**src/hdl/ptt_pkg.sv**
```systemverilog
// Package for the periodic timer table: request and result item layouts,
// action and result kind codes, and the command format passed to the back end.
// No dependencies.
package ptt_pkg;

  localparam int SLOTS_DEFAULT = 16;

  // Reported firings per run request are capped at this many results.
  localparam int RES_MAX = 16;
  localparam int FIRE_W  = $clog2(RES_MAX + 1);

  localparam logic [31:0] SAT32 = 32'hffff_ffff;

  // Action codes of a request.
  localparam logic [1:0] ACT_RUN    = 2'd0;
  localparam logic [1:0] ACT_CREATE = 2'd1;
  localparam logic [1:0] ACT_REMOVE = 2'd2;
  localparam logic [1:0] ACT_INIT   = 2'd3;

  // Kind codes of a result.
  localparam logic [2:0] KIND_FIRED       = 3'd0;
  localparam logic [2:0] KIND_NONE_FIRED  = 3'd1;
  localparam logic [2:0] KIND_CREATED     = 3'd2;
  localparam logic [2:0] KIND_CREATE_FAIL = 3'd3;
  localparam logic [2:0] KIND_REMOVED     = 3'd4;
  localparam logic [2:0] KIND_NOT_FOUND   = 3'd5;
  localparam logic [2:0] KIND_INIT_DONE   = 3'd6;

  typedef struct packed {
    logic [1:0]  action;
    logic [31:0] timestamp;
    logic [15:0] interval;
    logic        has_handler;
    logic [3:0]  slot;
  } in_item_t;

  typedef struct packed {
    logic [2:0] kind;
    logic [3:0] timer_slot;
    logic [4:0] timer_count;
    logic       last;
  } out_item_t;

  // Classified command held in the queue between front and back end.
  typedef enum logic [2:0] {
    CMD_RUN,
    CMD_CREATE,
    CMD_REJECT,
    CMD_REMOVE,
    CMD_INIT
  } cmd_e;

  typedef struct packed {
    cmd_e        op;
    logic [31:0] timestamp;
    logic [15:0] interval;
    logic        has_handler;
    logic [3:0]  slot;
  } cmd_t;

endpackage

```
**src/hdl/ptt_front.sv**
```systemverilog
// Front end of the periodic timer table: accepts requests, classifies them
// into commands and holds them in a two-entry queue.
// Depends on ptt_pkg.
module ptt_front import ptt_pkg::*; (
  input  logic     clk,
  input  logic     rst,
  input  logic     request_valid,
  output logic     request_stall,
  input  in_item_t request,
  output logic     cmd_valid,
  output cmd_t     cmd,
  input  logic     cmd_pop
);

  cmd_t       entry [2];
  logic       head;
  logic       tail;
  logic [1:0] fill;
  logic       push;
  cmd_t       classified;

  assign request_stall = (fill == 2'd2);
  assign push          = request_valid && !request_stall;
  assign cmd_valid     = (fill != 2'd0);
  assign cmd           = entry[head];

  // A create with a zero interval is rejected here; everything else that
  // depends on table contents is decided by the back end.
  always_comb begin
    classified.timestamp   = request.timestamp;
    classified.interval    = request.interval;
    classified.has_handler = request.has_handler;
    classified.slot        = request.slot;
    case (request.action)
      ACT_RUN:    classified.op = CMD_RUN;
      ACT_CREATE: classified.op = (request.interval == 16'd0) ? CMD_REJECT : CMD_CREATE;
      ACT_REMOVE: classified.op = CMD_REMOVE;
      ACT_INIT:   classified.op = CMD_INIT;
      default:    classified.op = CMD_INIT;
    endcase
  end

  always_ff @(posedge clk) begin
    if (rst) begin
      head <= 1'b0;
      tail <= 1'b0;
      fill <= 2'd0;
    end else begin
      if (push) begin
        tail <= ~tail;
      end
      if (cmd_pop) begin
        head <= ~head;
      end
      case ({push, cmd_pop})
        2'b10:   fill <= fill + 2'd1;
        2'b01:   fill <= fill - 2'd1;
        default: fill <= fill;
      endcase
    end
    if (push) begin
      entry[tail] <= classified;
    end
  end

endmodule

```
**src/hdl/ptt_back.sv**
```systemverilog
// Back end of the periodic timer table: timer and order memories, the
// sequencer that runs, creates and removes timers, and the result register.
// Depends on ptt_pkg.
module ptt_back import ptt_pkg::*; #(
  parameter int SLOTS = SLOTS_DEFAULT
) (
  input  logic      clk,
  input  logic      rst,
  input  logic      cmd_valid,
  input  cmd_t      cmd,
  output logic      cmd_pop,
  output logic      result_valid,
  input  logic      result_stall,
  output out_item_t result
);

  localparam int SW = $clog2(SLOTS);
  localparam int CW = $clog2(SLOTS + 1);

  typedef struct packed {
    logic [15:0] period;
    logic [31:0] accumulated;
    logic        reports;
  } row_t;

  typedef enum logic [1:0] {
    S_IDLE,
    S_RUN,
    S_SCAN,
    S_REMOVE
  } state_t;

  row_t            timer_mem [SLOTS];
  logic [SW-1:0]   order_mem [SLOTS];

  state_t          state;
  logic [SLOTS-1:0] in_use;
  logic [CW-1:0]   present_count;
  logic [31:0]     last_stamp;
  logic [31:0]     elapsed;
  logic [CW-1:0]   rd_idx;
  logic [CW-1:0]   p1_pos;
  logic            p1_v;
  logic            p2_v;
  logic [SW-1:0]   ord_q;
  logic [SW-1:0]   p2_slot;
  row_t            row_q;
  logic            held_v;
  logic [SW-1:0]   held_slot;
  logic [FIRE_W-1:0] fire_n;
  logic [15:0]     new_period;
  logic            new_reports;
  logic [SW-1:0]   scan_idx;
  logic [SW-1:0]   rm_slot;
  logic            found;

  logic            adv;
  logic            rd_more;
  logic            req_out_of_range;
  logic [SW-1:0]   req_idx;
  logic [32:0]     sum;
  logic [31:0]     acc_sat;
  logic            expired;
  logic            reportable;
  logic            tm_we;
  logic [SW-1:0]   tm_waddr;
  row_t            tm_wdata;
  logic            om_we;
  logic [SW-1:0]   om_waddr;
  logic [SW-1:0]   om_wdata;
  logic            out_load;
  out_item_t       out_next;

  // The whole back end holds while a finished result waits to be taken.
  assign adv              = !result_valid || !result_stall;
  assign cmd_pop          = (state == S_IDLE) && cmd_valid && adv;
  assign rd_more          = (rd_idx < present_count);
  assign req_out_of_range = (32'(cmd.slot) >= SLOTS);
  assign req_idx          = SW'(cmd.slot);

  // Saturating add of the elapsed time, then the period compare.
  assign sum        = {1'b0, row_q.accumulated} + {1'b0, elapsed};
  assign acc_sat    = sum[32] ? SAT32 : sum[31:0];
  assign expired    = (acc_sat >= {16'd0, row_q.period});
  assign reportable = expired && row_q.reports && (fire_n < FIRE_W'(RES_MAX));

  always_comb begin
    tm_we    = 1'b0;
    tm_waddr = p2_slot;
    tm_wdata = row_q;
    om_we    = 1'b0;
    om_waddr = present_count[SW-1:0];
    om_wdata = scan_idx;
    out_load = 1'b0;
    out_next.kind        = KIND_NONE_FIRED;
    out_next.timer_slot  = 4'd0;
    out_next.timer_count = 5'(present_count);
    out_next.last        = 1'b1;
    case (state)
      S_IDLE: begin
        if (cmd_pop) begin
          case (cmd.op)
            CMD_CREATE: begin
              if (present_count >= CW'(SLOTS)) begin
                out_load      = 1'b1;
                out_next.kind = KIND_CREATE_FAIL;
              end
            end
            CMD_REJECT: begin
              out_load      = 1'b1;
              out_next.kind = KIND_CREATE_FAIL;
            end
            CMD_REMOVE: begin
              if (req_out_of_range || !in_use[req_idx]) begin
                out_load            = 1'b1;
                out_next.kind       = KIND_NOT_FOUND;
                out_next.timer_slot = cmd.slot;
              end
            end
            CMD_INIT: begin
              out_load             = 1'b1;
              out_next.kind        = KIND_INIT_DONE;
              out_next.timer_count = 5'd0;
            end
            default: ;
          endcase
        end
      end
      S_SCAN: begin
        if (adv && !in_use[scan_idx]) begin
          tm_we                = 1'b1;
          tm_waddr             = scan_idx;
          tm_wdata.period      = new_period;
          tm_wdata.accumulated = 32'd0;
          tm_wdata.reports     = new_reports;
          om_we                = 1'b1;
          out_load             = 1'b1;
          out_next.kind        = KIND_CREATED;
          out_next.timer_slot  = 4'(scan_idx);
          out_next.timer_count = 5'(present_count + 1'b1);
        end
      end
      S_REMOVE: begin
        // Every entry behind the removed one moves up by one place.
        if (adv && p1_v && found) begin
          om_we    = 1'b1;
          om_waddr = SW'(p1_pos - CW'(1));
          om_wdata = ord_q;
        end
        if (adv && !rd_more && !p1_v) begin
          out_load             = 1'b1;
          out_next.kind        = KIND_REMOVED;
          out_next.timer_slot  = 4'(rm_slot);
          out_next.timer_count = 5'(present_count - 1'b1);
        end
      end
      S_RUN: begin
        if (adv && p2_v) begin
          tm_we                = 1'b1;
          tm_wdata.accumulated = expired ? 32'd0 : acc_sat;
          // A new firing pushes out the one held back, which is then not last.
          if (reportable && held_v) begin
            out_load            = 1'b1;
            out_next.kind       = KIND_FIRED;
            out_next.timer_slot = 4'(held_slot);
            out_next.last       = 1'b0;
          end
        end
        if (adv && !rd_more && !p1_v && !p2_v) begin
          out_load = 1'b1;
          if (held_v) begin
            out_next.kind       = KIND_FIRED;
            out_next.timer_slot = 4'(held_slot);
          end
        end
      end
      default: ;
    endcase
  end

  always_ff @(posedge clk) begin
    if (tm_we) begin
      timer_mem[tm_waddr] <= tm_wdata;
    end
    if (adv) begin
      row_q <= timer_mem[ord_q];
    end
  end

  always_ff @(posedge clk) begin
    if (om_we) begin
      order_mem[om_waddr] <= om_wdata;
    end
    if (adv) begin
      ord_q <= order_mem[rd_idx[SW-1:0]];
    end
  end

  always_ff @(posedge clk) begin
    if (rst) begin
      state         <= S_IDLE;
      in_use        <= '0;
      present_count <= '0;
      last_stamp    <= '0;
      p1_v          <= 1'b0;
      p2_v          <= 1'b0;
      held_v        <= 1'b0;
      found         <= 1'b0;
      result_valid  <= 1'b0;
    end else begin
      if (out_load) begin
        result_valid <= 1'b1;
      end else if (!result_stall) begin
        result_valid <= 1'b0;
      end
      if (adv) begin
        case (state)
          S_IDLE: begin
            if (cmd_valid) begin
              case (cmd.op)
                CMD_RUN: begin
                  elapsed    <= cmd.timestamp - last_stamp;
                  last_stamp <= cmd.timestamp;
                  rd_idx     <= '0;
                  p1_v       <= 1'b0;
                  p2_v       <= 1'b0;
                  held_v     <= 1'b0;
                  fire_n     <= '0;
                  state      <= S_RUN;
                end
                CMD_CREATE: begin
                  new_period  <= cmd.interval;
                  new_reports <= cmd.has_handler;
                  scan_idx    <= '0;
                  if (present_count < CW'(SLOTS)) begin
                    state <= S_SCAN;
                  end
                end
                CMD_REMOVE: begin
                  rm_slot <= req_idx;
                  rd_idx  <= '0;
                  p1_v    <= 1'b0;
                  found   <= 1'b0;
                  if (!req_out_of_range && in_use[req_idx]) begin
                    state <= S_REMOVE;
                  end
                end
                CMD_INIT: begin
                  in_use        <= '0;
                  present_count <= '0;
                  last_stamp    <= cmd.timestamp;
                end
                default: ;
              endcase
            end
          end
          S_SCAN: begin
            if (!in_use[scan_idx]) begin
              in_use[scan_idx] <= 1'b1;
              present_count    <= present_count + 1'b1;
              state            <= S_IDLE;
            end else begin
              scan_idx <= scan_idx + 1'b1;
            end
          end
          S_REMOVE: begin
            if (rd_more) begin
              rd_idx <= rd_idx + 1'b1;
            end
            p1_v   <= rd_more;
            p1_pos <= rd_idx;
            if (p1_v && (ord_q == rm_slot)) begin
              found <= 1'b1;
            end
            if (!rd_more && !p1_v) begin
              in_use[rm_slot] <= 1'b0;
              present_count   <= present_count - 1'b1;
              state           <= S_IDLE;
            end
          end
          S_RUN: begin
            if (rd_more) begin
              rd_idx <= rd_idx + 1'b1;
            end
            p1_v    <= rd_more;
            p2_v    <= p1_v;
            p2_slot <= ord_q;
            if (p2_v && reportable) begin
              held_v    <= 1'b1;
              held_slot <= p2_slot;
              fire_n    <= fire_n + 1'b1;
            end
            if (!rd_more && !p1_v && !p2_v) begin
              state <= S_IDLE;
            end
          end
          default: state <= S_IDLE;
        endcase
      end
      if (out_load) begin
        result <= out_next;
      end
    end
  end

  // The timer count always equals the number of occupied slots.
  a_count_matches: assert property (@(posedge clk) disable iff (rst)
    int'(present_count) == $countones(in_use))
    else $error("timer count differs from occupied slots");

  // The second run stage only carries data while a run is in progress.
  a_stage2_in_run: assert property (@(posedge clk) disable iff (rst)
    p2_v |-> (state == S_RUN))
    else $error("run stage active outside a run");

  // A fire result is only ever pushed out from the held firing.
  a_fire_from_held: assert property (@(posedge clk) disable iff (rst)
    (out_load && (out_next.kind == KIND_FIRED)) |-> held_v)
    else $error("fire result without a held firing");

  // The removed slot is always found in the creation order.
  a_remove_found: assert property (@(posedge clk) disable iff (rst)
    ((state == S_REMOVE) && !rd_more && !p1_v) |-> found)
    else $error("removed slot missing from creation order");

  a_fire_limit: assert property (@(posedge clk) disable iff (rst)
    (state == S_RUN) |-> (fire_n <= FIRE_W'(RES_MAX)))
    else $error("fire count above the result limit");

endmodule

```
**src/hdl/periodic_timer_table.sv**
```systemverilog
// Periodic timer table: a run reads one present timer per cycle through the order and timer
// memory read ports while no finished result waits to be taken; remove walks the same order,
// and create takes the lowest free slot index. Init and rejected requests give their result
// in the cycle after leaving the queue. A two-entry queue lets up to two further requests be
// accepted while one is in progress. Synchronous active-high reset empties the table, clears
// the stamp and the queue; no memory clearing pass is needed.
module periodic_timer_table import ptt_pkg::*; #(
  parameter int SLOTS = SLOTS_DEFAULT
) (
  input  logic      clk,
  input  logic      rst,
  input  logic      request_valid,
  output logic      request_stall,
  input  in_item_t  request,
  output logic      result_valid,
  input  logic      result_stall,
  output out_item_t result
);

  // Classified commands cross from the front end to the back end through
  // the queue; the back end pops one only when it is idle and its result
  // register can take a new result.
  logic cmd_valid;
  logic cmd_pop;
  cmd_t cmd;

  // The front end decodes the action and rejects a zero-interval create
  // before the request reaches the back end.
  ptt_front u_front (
    .clk           (clk),
    .rst           (rst),
    .request_valid (request_valid),
    .request_stall (request_stall),
    .request       (request),
    .cmd_valid     (cmd_valid),
    .cmd           (cmd),
    .cmd_pop       (cmd_pop)
  );

  // The back end owns the timer table. A run walks the creation order,
  // reading a slot number and then its timer row, and writes the updated
  // accumulated time back while the next timer is being read. Each fire
  // result is held one step so that the final one can carry the last mark;
  // a run with no reported firing gives a single none-fired result.
  ptt_back #(
    .SLOTS (SLOTS)
  ) u_back (
    .clk          (clk),
    .rst          (rst),
    .cmd_valid    (cmd_valid),
    .cmd          (cmd),
    .cmd_pop      (cmd_pop),
    .result_valid (result_valid),
    .result_stall (result_stall),
    .result       (result)
  );

endmodule
```
**config.mk**
```make
export PLATFORM = sky130hd
export DESIGN_NAME = periodic_timer_table
export DESIGN_NICKNAME = d
export VERILOG_FILES = /design/src/hdl/ptt_pkg.sv /design/src/hdl/ptt_front.sv /design/src/hdl/ptt_back.sv /design/src/hdl/periodic_timer_table.sv
export SDC_FILE = /design/constraint.sdc
export NUM_CORES = 1
export LEC_CHECK = 0
export ABC_AREA = 1
export BUFFER_PORTS_ARGS = -buffer_cell sky130_fd_sc_hd__buf_2
export CAP_MARGIN = 20
export CORE_MARGIN = 5
export CORE_UTILIZATION = 47
export CTS_BUF_LIST = sky130_fd_sc_hd__clkbuf_4
export CTS_CLUSTER_SIZE = 24
export DETAILED_ROUTE_END_ITERATION = 8
export HOLD_SLACK_MARGIN = 0.06
export PLACE_DENSITY_LB_ADDON = 0.25
export SLEW_MARGIN = 40
export SYNTH_ARGS = -nofsm -noshare
export SYNTH_HDL_FRONTEND = slang
export SYNTH_SLANG_ARGS = --single-unit
```
**constraint.sdc**
```tcl
create_clock -name clk -period 8.25 [get_ports clk]
set_input_delay 1.2375 -clock clk [delete_from_list [all_inputs] [get_ports clk]]
set_output_delay 1.2375 -clock clk [all_outputs]
set_load 0.05 [all_outputs]
```
### Word level (Yosys, flattened, before mapping)

Memory sizes are Yosys's and may differ from the RTL's. A register that Yosys moved wholly into a read port is not among the register bits.
Index checks and enable logic that the tools add are counted.

| operators by class | value |
|---|---|
| add/sub/neg operators | 10 |
| multiply operators | 0 |
| divide/modulo/power cells | 0 |
| order comparisons | 10 |
| equal/unequal tests | 31 |
| shift operators | 0 |
| mux-type cells | 104 |
| bitwise gates (word level) | 6 |
| reduce and logical (&&, ||, !) cells | 61 |

Operator list:

| operator | number |
|---|---|
| 32-bit 2-to-1 mux | 3 |
| 16-bit 2-to-1 mux | 5 |
| 32-bit one-hot mux with 2 select lines | 1 |
| 5-bit 2-to-1 mux | 11 |
| 49-bit 2-to-1 mux | 1 |
| 16-bit one-hot mux with 3 select lines | 1 |
| 4-bit 2-to-1 mux | 10 |
| 1-bit 2-to-1 mux | 34 |
| 32-bit by 32-bit adder with 33-bit output | 1 |
| 32-bit by 16-bit >= comparator with 1-bit output | 1 |
| 32-bit subtractor | 1 |
| 5-bit one-hot mux with 3 select lines | 2 |
| 5-bit AND reduction | 6 |
| 7-bit 2-to-1 mux | 4 |
| 7-bit one-hot mux with 4 select lines | 1 |
| 12-bit 2-to-1 mux | 2 |
| 3-bit one-hot mux with 4 select lines | 2 |
| 6-bit AND reduction | 4 |
| 5-bit one-hot mux with 2 select lines | 2 |
| 1-bit logical AND | 19 |
| 16-bit bitwise AND | 1 |
| 16-bit logical NOT | 1 |
| 2-bit 2-to-1 mux | 8 |
| 2-bit by 1-bit inequality test with 1-bit output, second input constant | 8 |
| 44 further kinds | 93 |

| word-level totals | value |
|---|---|
| register bits after elaboration | 156 |
| bits in latches | 0 |
| memory bits (writable) | 960 |
| ROM bits | 0 |
| input port bits | 59 |
| word-level logic and storage cells | 251 |
| memories kept | 3 |

Memory list:

| name | depth | bits a word | rd ports | clocked after memory_dff | wr ports | line | text |
|---|---|---|---|---|---|---|---|
| u_back.timer_mem | 16 | 49 | 1 | 1 | 1 | ptt_back.sv:33 | `row_t timer_mem [SLOTS];` |
| u_front.entry | 2 | 56 | 1 | 1 | 1 | ptt_front.sv:15 | `cmd_t entry [2];` |
| u_back.order_mem | 16 | 4 | 1 | 1 | 1 | ptt_back.sv:34 | `logic [SW-1:0] order_mem [SLOTS];` |

### Longest topological paths before layout

Gate-level depths: netlist of the first run.

| depth | value |
|---|---|
| word-level depth | 11 |
| mapped depth | 38 |
| gate-level depth less buffers | 36 |

### Hierarchy

Synthesis of the first run repeated with hierarchy kept, for this count alone.

| unflattened totals | value |
|---|---|
| cell total of the unflattened synthesis | 4328 |
| area, all modules | 50938.9 µm² |

By module, submodules not included:

| module | instances | cells each | area each (µm²) |
|---|---|---|---|
| ptt_back | 1 | 4099 | 46414.5 |
| ptt_front | 1 | 229 | 4524.3 |

### Worst setup path after synthesis of the first run

OpenSTA, ideal clock, no wires.

| timing path | value |
|---|---|
| path type | input to register |
| start | input result_stall |
| end | memory u_back.timer_mem[13][0] (netlist name) (enable) |
| arrival time | 5.946 ns |
| required time | 7.794 ns |
| setup slack | 1.848 ns |
| stages on the path | 9 |
| buffers on the path | 0 |
| cells stage by stage | nand2_1 inv_1 nor2_1 inv_1 nor2_1 inv_1 o21ai_2 nand3_1 nor2_1 |

| on the way | value |
|---|---|
| longest elaborated chain between the ends | 7 |
| elaborated cells between the ends (all ways) | 11 |

RTL lines:

| element | line | text |
|---|---|---|
| start, declared | periodic_timer_table.sv:16 | `input logic result_stall,` |
| 1-bit logical NOT * | ptt_back.sv:75 | `assign adv = !result_valid \|\| !result_stall;` |
| 1-bit logical OR * | ptt_back.sv:75 |  |
| 1-bit logical AND (on tied branches) | ptt_back.sv:158, ptt_back.sv:130 |  |
| 1-bit 2-to-1 mux (on tied branches) | ptt_back.sv:158, ptt_back.sv:130 |  |
| 1-bit one-hot mux with 2 select lines | ptt_back.sv:99 | `case (state)` |
| 1-bit 2-to-1 mux | ptt_back.sv:182 | `if (tm_we) begin` |
| 1-bit 2-to-1 mux (implied by the code) | ptt_back.sv:183 | `timer_mem[tm_waddr] <= tm_wdata;` |
| end, declared | ptt_back.sv:33 |  |

Mark *: on every way between the ends. The rest lies on a longest branch, timed or not.

### Final worst setup path of the first run

| timing path | value |
|---|---|
| start | register u_back.row_q[1] (netlist name) |
| end | register u_back.result[8] (netlist name) |

| on the way | value |
|---|---|
| longest elaborated chain between the ends | 11 |

RTL lines:

| element | line | text |
|---|---|---|
| 32-bit by 32-bit adder with 33-bit output | ptt_back.sv:82 | `assign sum = {1'b0, row_q.accumulated} + {1'b0, elapsed};` |
| 32-bit 2-to-1 mux | ptt_back.sv:83 | `assign acc_sat = sum[32] ? SAT32 : sum[31:0];` |
| 32-bit by 16-bit >= comparator with 1-bit output | ptt_back.sv:84 | `assign expired = (acc_sat >= {16'd0, row_q.period});` |
| 1-bit logical AND (2 in series) | ptt_back.sv:85 | `assign reportable = expired && row_q.reports && (fire_n < FIRE_W'(RES_MAX));` |
| 1-bit logical AND | ptt_back.sv:162 | `if (reportable && held_v) begin` |
| 1-bit 2-to-1 mux | ptt_back.sv:162 |  |
| 1-bit 2-to-1 mux | ptt_back.sv:158 | `if (adv && p2_v) begin` |
| 1-bit 2-to-1 mux | ptt_back.sv:169 | `if (adv && !rd_more && !p1_v && !p2_v) begin` |
| 1-bit one-hot mux with 4 select lines | ptt_back.sv:99 |  |
| 2-bit AND reduction (no line) | n/a |  |

No other way between the ends.
A chain may end at the register's enable or synchronous reset.

==> flow_metrics.env, run 1 <==
export IMPL_rsz0062_at_grt="false"
export IMPL_dp_hpwl_um=79600
export IMPL_clock_latency_ps=1150
export IMPL_grt_pass1_vias=35000
export IMPL_hold_violations=0
export IMPL_ant_nets=0
export IMPL_ys_flop_type="edfxtp_1"
export IMPL_drc_errors=0
export IMPL_maxCapViolCount=0
export IMPL_powerDensity_nw_per_um2=370
export IMPL_overflow=0
export IMPL_path_common_cell="nand2_1"
export IMPL_fmax_mhz=182
export IMPL_ys_warn_count=0
export IMPL_antenna_found_initial=5
export IMPL_p_int_uw=12700
export IMPL_async_flop_share=0
export IMPL_ir_worst_vdd_v=0.000234
export IMPL_ctsHoldBuffers=0
export IMPL_grt_max_degree=171
export IMPL_hold_end="u_front.entry[1][21]$_DFFE_PP_"
export IMPL_place_congestion=0.931
export IMPL_synth_edf_count=1105
export IMPL_tns_ps=0
export IMPL_drive_gt1_frac=0.157
export IMPL_cp_start_kind="flop"
export IMPL_cts_root_buf="clkbuf_4"
export IMPL_min_period_over_period=0.667
export IMPL_r2r_slack_ps=2740
export IMPL_required_ps=9000
export IMPL_synth_area_per_cell_um2=11.6
export IMPL_synth_seq_cells=1170
export IMPL_finClkSkew_ps=96.3
export IMPL_fp_dieArea_um2=115000
export IMPL_dr_pass1_iters=8
export IMPL_fp_dieH_um=339
export IMPL_slowest_delay_ps=460
export IMPL_grt_pass1_wl_um=207000
export IMPL_worst_hold_slack_ps=274
export IMPL_worstMarginPinSlew_ps=897
export IMPL_crit_fanout=20
export IMPL_final_cell_mix="1105 x edfxtp_1, 600 x nor2_1, 587 x nand2_1, 527 x o21ai_0, 456 x clkbuf_4"
export IMPL_grt_usage=0.233
export IMPL_post_cts_buffers=0
export IMPL_pwr_share_seq=0.383
export IMPL_wl_um=138000
export IMPL_clk_path_buf_depth=4
export IMPL_path_class="flop to flop"
export IMPL_cts_resized=0
export IMPL_whs_path_depth=1
export IMPL_comb_power_share=0.385
export IMPL_yosys_cell_types_count=62
export IMPL_ff2ff_path_depth=35
export IMPL_clk_pin_slew_ps=60
export IMPL_cts_max_level=5
export IMPL_final_net_count=4807
export IMPL_met3_usage=0.0459
export IMPL_regToRegStartpoint="u_back.row_q[1]$_DFFE_PN_"
export IMPL_fin_ws_ps=2740
export IMPL_drv_slew=0
export IMPL_power_switching_uw=8360
export IMPL_busiest_layer="met2"
export IMPL_total_leakage_power_uw=0.0205
export IMPL_cts_buffers=316
export IMPL_p_clk_frac=0.232
export IMPL_path_buf_inv=2
export IMPL_rows=120
export IMPL_final_common_cell="edfxtp_1"
export IMPL_drt_initial_drc_count=3508
export IMPL_cts_tree="yes"
export IMPL_hold_start="request[21]"
export IMPL_placed_cell_area_um2=53100
export IMPL_die_width_um=339
export IMPL_ios=74
export IMPL_dr_total_vias=35600
export IMPL_setup_violations=0
export IMPL_clkSinkCount=1170
export IMPL_arrival_ps=6260
export IMPL_viasPerCell=5.68
export IMPL_p_sw_frac=0.397
export IMPL_syn_area_um2=50900
export IMPL_fin_area_um2=56900
export IMPL_cp_top_family="simple AND/OR/NAND/NOR gates"
export IMPL_holdCritPathClass="input pin to flop"
export IMPL_syn_nets=4564
export IMPL_syn_to_final_growth_pct=11.8
export IMPL_slowest_stage="nand2_2"
export IMPL_core_um2=107000
export IMPL_status="finished, final reports clean"
export IMPL_route_detailed_wl_per_inst_um=22.0
export IMPL_synthCells=4405
export IMPL_use_met2=0.383
export IMPL_r2r_end="u_back.result[8]$_DFFE_PP_"
export IMPL_fin_crit_ps=5510
export IMPL_maxSlewHeadroom=0.402
export IMPL_pre_cts_ws_ps=2710
export IMPL_endpoint_kind="flop"
export IMPL_finalPower_uw=21100
export IMPL_seq_area_frac_synth=0.677
export IMPL_grtUsageMet1=0.308
export IMPL_start_util=0.474
export IMPL_io_buffers=73
==> cell usage after synthesis, types with 16 or more instances <==
cell	number	share of area
edfxtp_1	1105	0.65
o22ai_1	34	0.0042
nand4_1	16	0.0020
xor2_1	41	0.0071
inv_1	325	0.024
o21ai_0	528	0.052
inv_2	16	0.0012
nor3_1	17	0.0017
o221ai_1	172	0.030
ha_1	98	0.024
nand2_1	588	0.043
clkbuf_1	196	0.014
nand3_1	154	0.015
a21oi_1	151	0.015
nor2_1	635	0.047
o211ai_1	41	0.0060
dfxtp_1	65	0.026
==> worst reg2reg max path: cells and delay by family (launching register included) <==
kind                     cells  cell delay [ps]
adder cells (fa/ha/maj)      3              990
buffers and inverters        2              540
flip-flops                   1              400
AND/OR/NAND/NOR             30             3150
==> worst max path at each step <==
stage	endpoint	start	cells after the start	slack [ps]
after floorplan	u_back.timer_mem[13][0]$_DFFE_PP_	result_stall	9	1850
after global placement	u_back.timer_mem[8][42]$_DFFE_PP_	result_stall	11	2520
after detailed placement	u_back.timer_mem[10][31]$_DFFE_PP_	result_stall	11	2710
after CTS	u_back.result[8]$_DFFE_PP_	u_back.row_q[1]$_DFFE_PN_	35	2790
after global routing	u_back.result[9]$_DFFE_PP_	u_back.row_q[1]$_DFFE_PN_	35	2410
final	u_back.result[8]$_DFFE_PP_	u_back.row_q[1]$_DFFE_PN_	35	2740
==> flip-flops by register name (all words and copies together) (netlist names), 2 cells and up, named ones only <==
name / flops
u_back.elapsed: 32
u_back.fire_n: 5
u_back.held_slot: 4
u_back.in_use: 16
u_back.last_stamp: 32
u_back.new_period: 16
u_back.ord_q: 4
u_back.order_mem: 64
u_back.p1_pos: 4
u_back.p2_slot: 4
u_back.present_count: 5
u_back.rd_idx: 5
u_back.result: 13
u_back.rm_slot: 4
u_back.row_q: 49
u_back.scan_idx: 4
u_back.state: 2
u_back.timer_mem: 784
u_front.entry: 112
u_front.fill: 2
==> power by group through the flow <==
| stage | logic [µW] | clock network [µW] | registers [µW] |
|---|---|---|---|
| 2_1_floorplan | 5260 | 0 | 8140 |
| 3_3_place_gp | 7880 | 0 | 8170 |
| 3_5_place_dp | 8010 | 0 | 8180 |
| 4_1_cts | 8050 | 5000 | 8050 |
| 5_1_grt | 8900 | 5340 | 8080 |
| 6_report | 8110 | 4890 | 8060 |
==> metrics by stage <==
stage               cells   util
floorplan            4405      -
global placement     5727  0.493
detailed placement   5731  0.494
CTS                  6244  0.529
global route         6255  0.530
finish               6256  0.530
==> metal layers <==
| layer | up-vias | routed length [µm] | share of wire |
|---|---|---|---|
| met5 | - | 33 | 0.00024 |
| li1 | 16500 | - | - |
| met1 | 17300 | 56700 | 0.41 |
| met3 | 288 | 10000 | 0.073 |
| met4 | 4 | 4120 | 0.030 |
| met2 | 1438 | 66800 | 0.49 |
==> cell type report <==
class / instances / area, µm²
diodes: 10 / 25.0
clock buffers: 456 / 3420
clock inverters: 57 / 309
fillers: 9310 / 50400
inverters: 347 / 1330
multi-input cells: 2664 / 14500
flip-flops and latches: 1170 / 34500
well taps: 1403 / 1760
repair buffers: 149 / 1080
==> kinds of logic (layout without fill, tap and decap cells) <==
| group | Yosys count | count (layout) | synth area share |
|---|---|---|---|
| fa+ha+maj | 100 | 100 | 0.0249 |
| xor+xnor | 55 | 55 | 0.00946 |
| flops | 1170 | 1170 | 0.677 |
| other cells | 0 | 10 | 0 |
| mux | 9 | 9 | 0.00177 |
| simple gates | 1464 | 1464 | 0.117 |
| buf+inv | 571 | 1009 | 0.0431 |
| compound gates | 1036 | 1036 | 0.126 |
Power figures use the tool's default switching activity.
==> run 2: changes to the inputs <==
Clock period 8.25 ns to 4.61 ns, I/O delays scaled along.
==> flow_metrics.env, run 2 (synthesis gave the netlist of run 1 again) <==
export IMPL_p_int_uw=22800
export IMPL_grtUsageMet1=0.321
export IMPL_reg_top3="u_back.timer_mem: 784 flops, u_front.entry: 112 flops, u_back.order_mem: 64 flops"
export IMPL_path_buf_inv=4
export IMPL_dr_pass1_iters=5
export IMPL_drt_initial_drc_count=3455
export IMPL_p_sw_frac=0.400
export IMPL_crit_fanout=16
export IMPL_maxSlewHeadroom=0.393
export IMPL_die_width_um=339
export IMPL_worstMarginPinSlew_ps=910
export IMPL_cts_max_level=5
export IMPL_finClkSkew_ps=117
export IMPL_p_clk_frac=0.221
export IMPL_comb_power_share=0.400
export IMPL_busiest_layer="met2"
export IMPL_met3_usage=0.0453
export IMPL_start_util=0.474
export IMPL_grt_pass1_vias=35300
export IMPL_antenna_found_initial=6
export IMPL_rows=120
export IMPL_setup_violations=0
export IMPL_syn_to_final_growth_pct=14.0
export IMPL_fin_ws_ps=277
export IMPL_place_congestion=0.984
export IMPL_slowest_stage="edfxtp_1"
export IMPL_clock_latency_ps=1180
export IMPL_drv_slew=0
export IMPL_dp_hpwl_um=81800
export IMPL_largest_reg_flops=784
export IMPL_io_buffers=73
export IMPL_drc_errors=0
export IMPL_total_leakage_power_uw=0.0210
export IMPL_route_detailed_wl_per_inst_um=22.1
export IMPL_dr_total_vias=36300
export IMPL_top_register="u_back.timer_mem"
export IMPL_arrival_ps=5240
export IMPL_fin_area_um2=58100
export IMPL_pre_cts_ws_ps=105
export IMPL_wl_um=141000
export IMPL_regToRegStartpoint="u_back.row_q[1]$_DFFE_PN_"
export IMPL_final_common_cell="edfxtp_1"
export IMPL_ios=74
export IMPL_status="finished, final reports clean"
export IMPL_drive_gt1_frac=0.159
export IMPL_grt_usage=0.239
export IMPL_cp_top_family="simple AND/OR/NAND/NOR gates"
export IMPL_endpoint_kind="flop"
export IMPL_slowest_delay_ps=400
export IMPL_grt_pass1_wl_um=212000
export IMPL_viasPerCell=5.69
export IMPL_hold_start="request[42]"
export IMPL_use_met2=0.392
export IMPL_maxCapViolCount=0
export IMPL_cts_tree="yes"
export IMPL_fp_dieArea_um2=115000
export IMPL_clkSinkCount=1170
export IMPL_required_ps=5520
export IMPL_cts_root_buf="clkbuf_4"
export IMPL_cp_start_kind="flop"
export IMPL_path_common_cell="nand2_1"
export IMPL_pwr_share_seq=0.379
export IMPL_startpoint="u_back.row_q[1]$_DFFE_PN_"
export IMPL_hold_violations=0
export IMPL_fmax_mhz=231
export IMPL_grt_max_degree=167
export IMPL_ir_worst_vdd_v=0.000757
export IMPL_core_um2=107000
export IMPL_power_switching_uw=15200
export IMPL_fp_dieH_um=339
export IMPL_clk_pin_slew_ps=80
export IMPL_placed_cell_area_um2=53800
export IMPL_path_class="flop to flop"
export IMPL_fin_crit_ps=4330
export IMPL_ant_nets=0
export IMPL_r2r_slack_ps=280
export IMPL_clk_path_buf_depth=4
export IMPL_overflow=0
export IMPL_powerDensity_nw_per_um2=654
export IMPL_min_period_over_period=0.940
export IMPL_final_net_count=4930
export IMPL_cts_buffers=314
export IMPL_final_cell_mix="1105 x edfxtp_1, 603 x nor2_1, 585 x nand2_1, 527 x o21ai_0, 420 x clkbuf_4"
export IMPL_holdCritPathClass="input pin to flop"
[run 2: through the flow]
stage	hold slack [ps]	power [µW]	util	instances	TNS (ps)
final	283	37900	0.541	6372	0
after global routing	190	40200	0.541	6370	-5.43
after CTS	152	38000	0.540	6359	0
after detailed placement	434	29500	0.501	5792	0
after global placement	434	29300	0.500	5791	0
after floorplan	424	24000	-	4405	-388680
[run 2: final timing paths]
check | end | depth (start not counted)
max | u_back.timer_mem[2][13]$_DFFE_PP_ | 25
min | u_front.entry[0][42]$_DFFE_PP_ | 2
max reg2reg | u_back.timer_mem[2][13]$_DFFE_PP_ | 25
min reg2reg | u_back.held_slot[3]$_DFFE_PP_ | 0
[run 2: layout make-up]
cell class / count / area, µm²
diodes: 9 / 22.5
clock buffers: 420 / 3150
clock inverters: 85 / 403
fillers: 9231 / 49300
inverters: 347 / 1330
multi-input cells: 2664 / 14500
flip-flops and latches: 1170 / 34500
well taps: 1403 / 1760
repair buffers: 274 / 2440
[run 2: layer usage]
layer  vias up  wire length [µm]
li1      16800                 -
met1     17600             58000
met2      1588             67900
met3       298             11000
met4         4              3940
met5         -                27
[run 2: power by group through the flow]
| stage | Combinational, µW | Clock (µW) | Sequential, µW |
|---|---|---|---|
| after detailed placement | 14900 | 0 | 14600 |
| after global routing | 16600 | 9190 | 14400 |
| final | 15200 | 8380 | 14400 |
| after global placement | 14700 | 0 | 14600 |
| after floorplan | 9420 | 0 | 14600 |
| after CTS | 15000 | 8570 | 14400 |
[run 2: worst reg2reg max path: cells and delay by family, from the launching register on]
family | cells | cell delay [ps]
DFF | 1 | 400
buffers and inverters | 4 | 790
adders and majority gates | 3 | 860
and+or+nand+nor | 15 | 1470
AOI/OAI and AO/OA | 3 | 590
[run 2: what timing repair did]
item | 4_1_cts | 5_1_grt
pin swaps | 0 | 3
gates resized for setup | 1 | 13
hold endpoints to repair | 129 | 0
hold buffers | 59 | 0
setup buffers | 3 | 3
endpoints found under the setup margin | 2 | 283
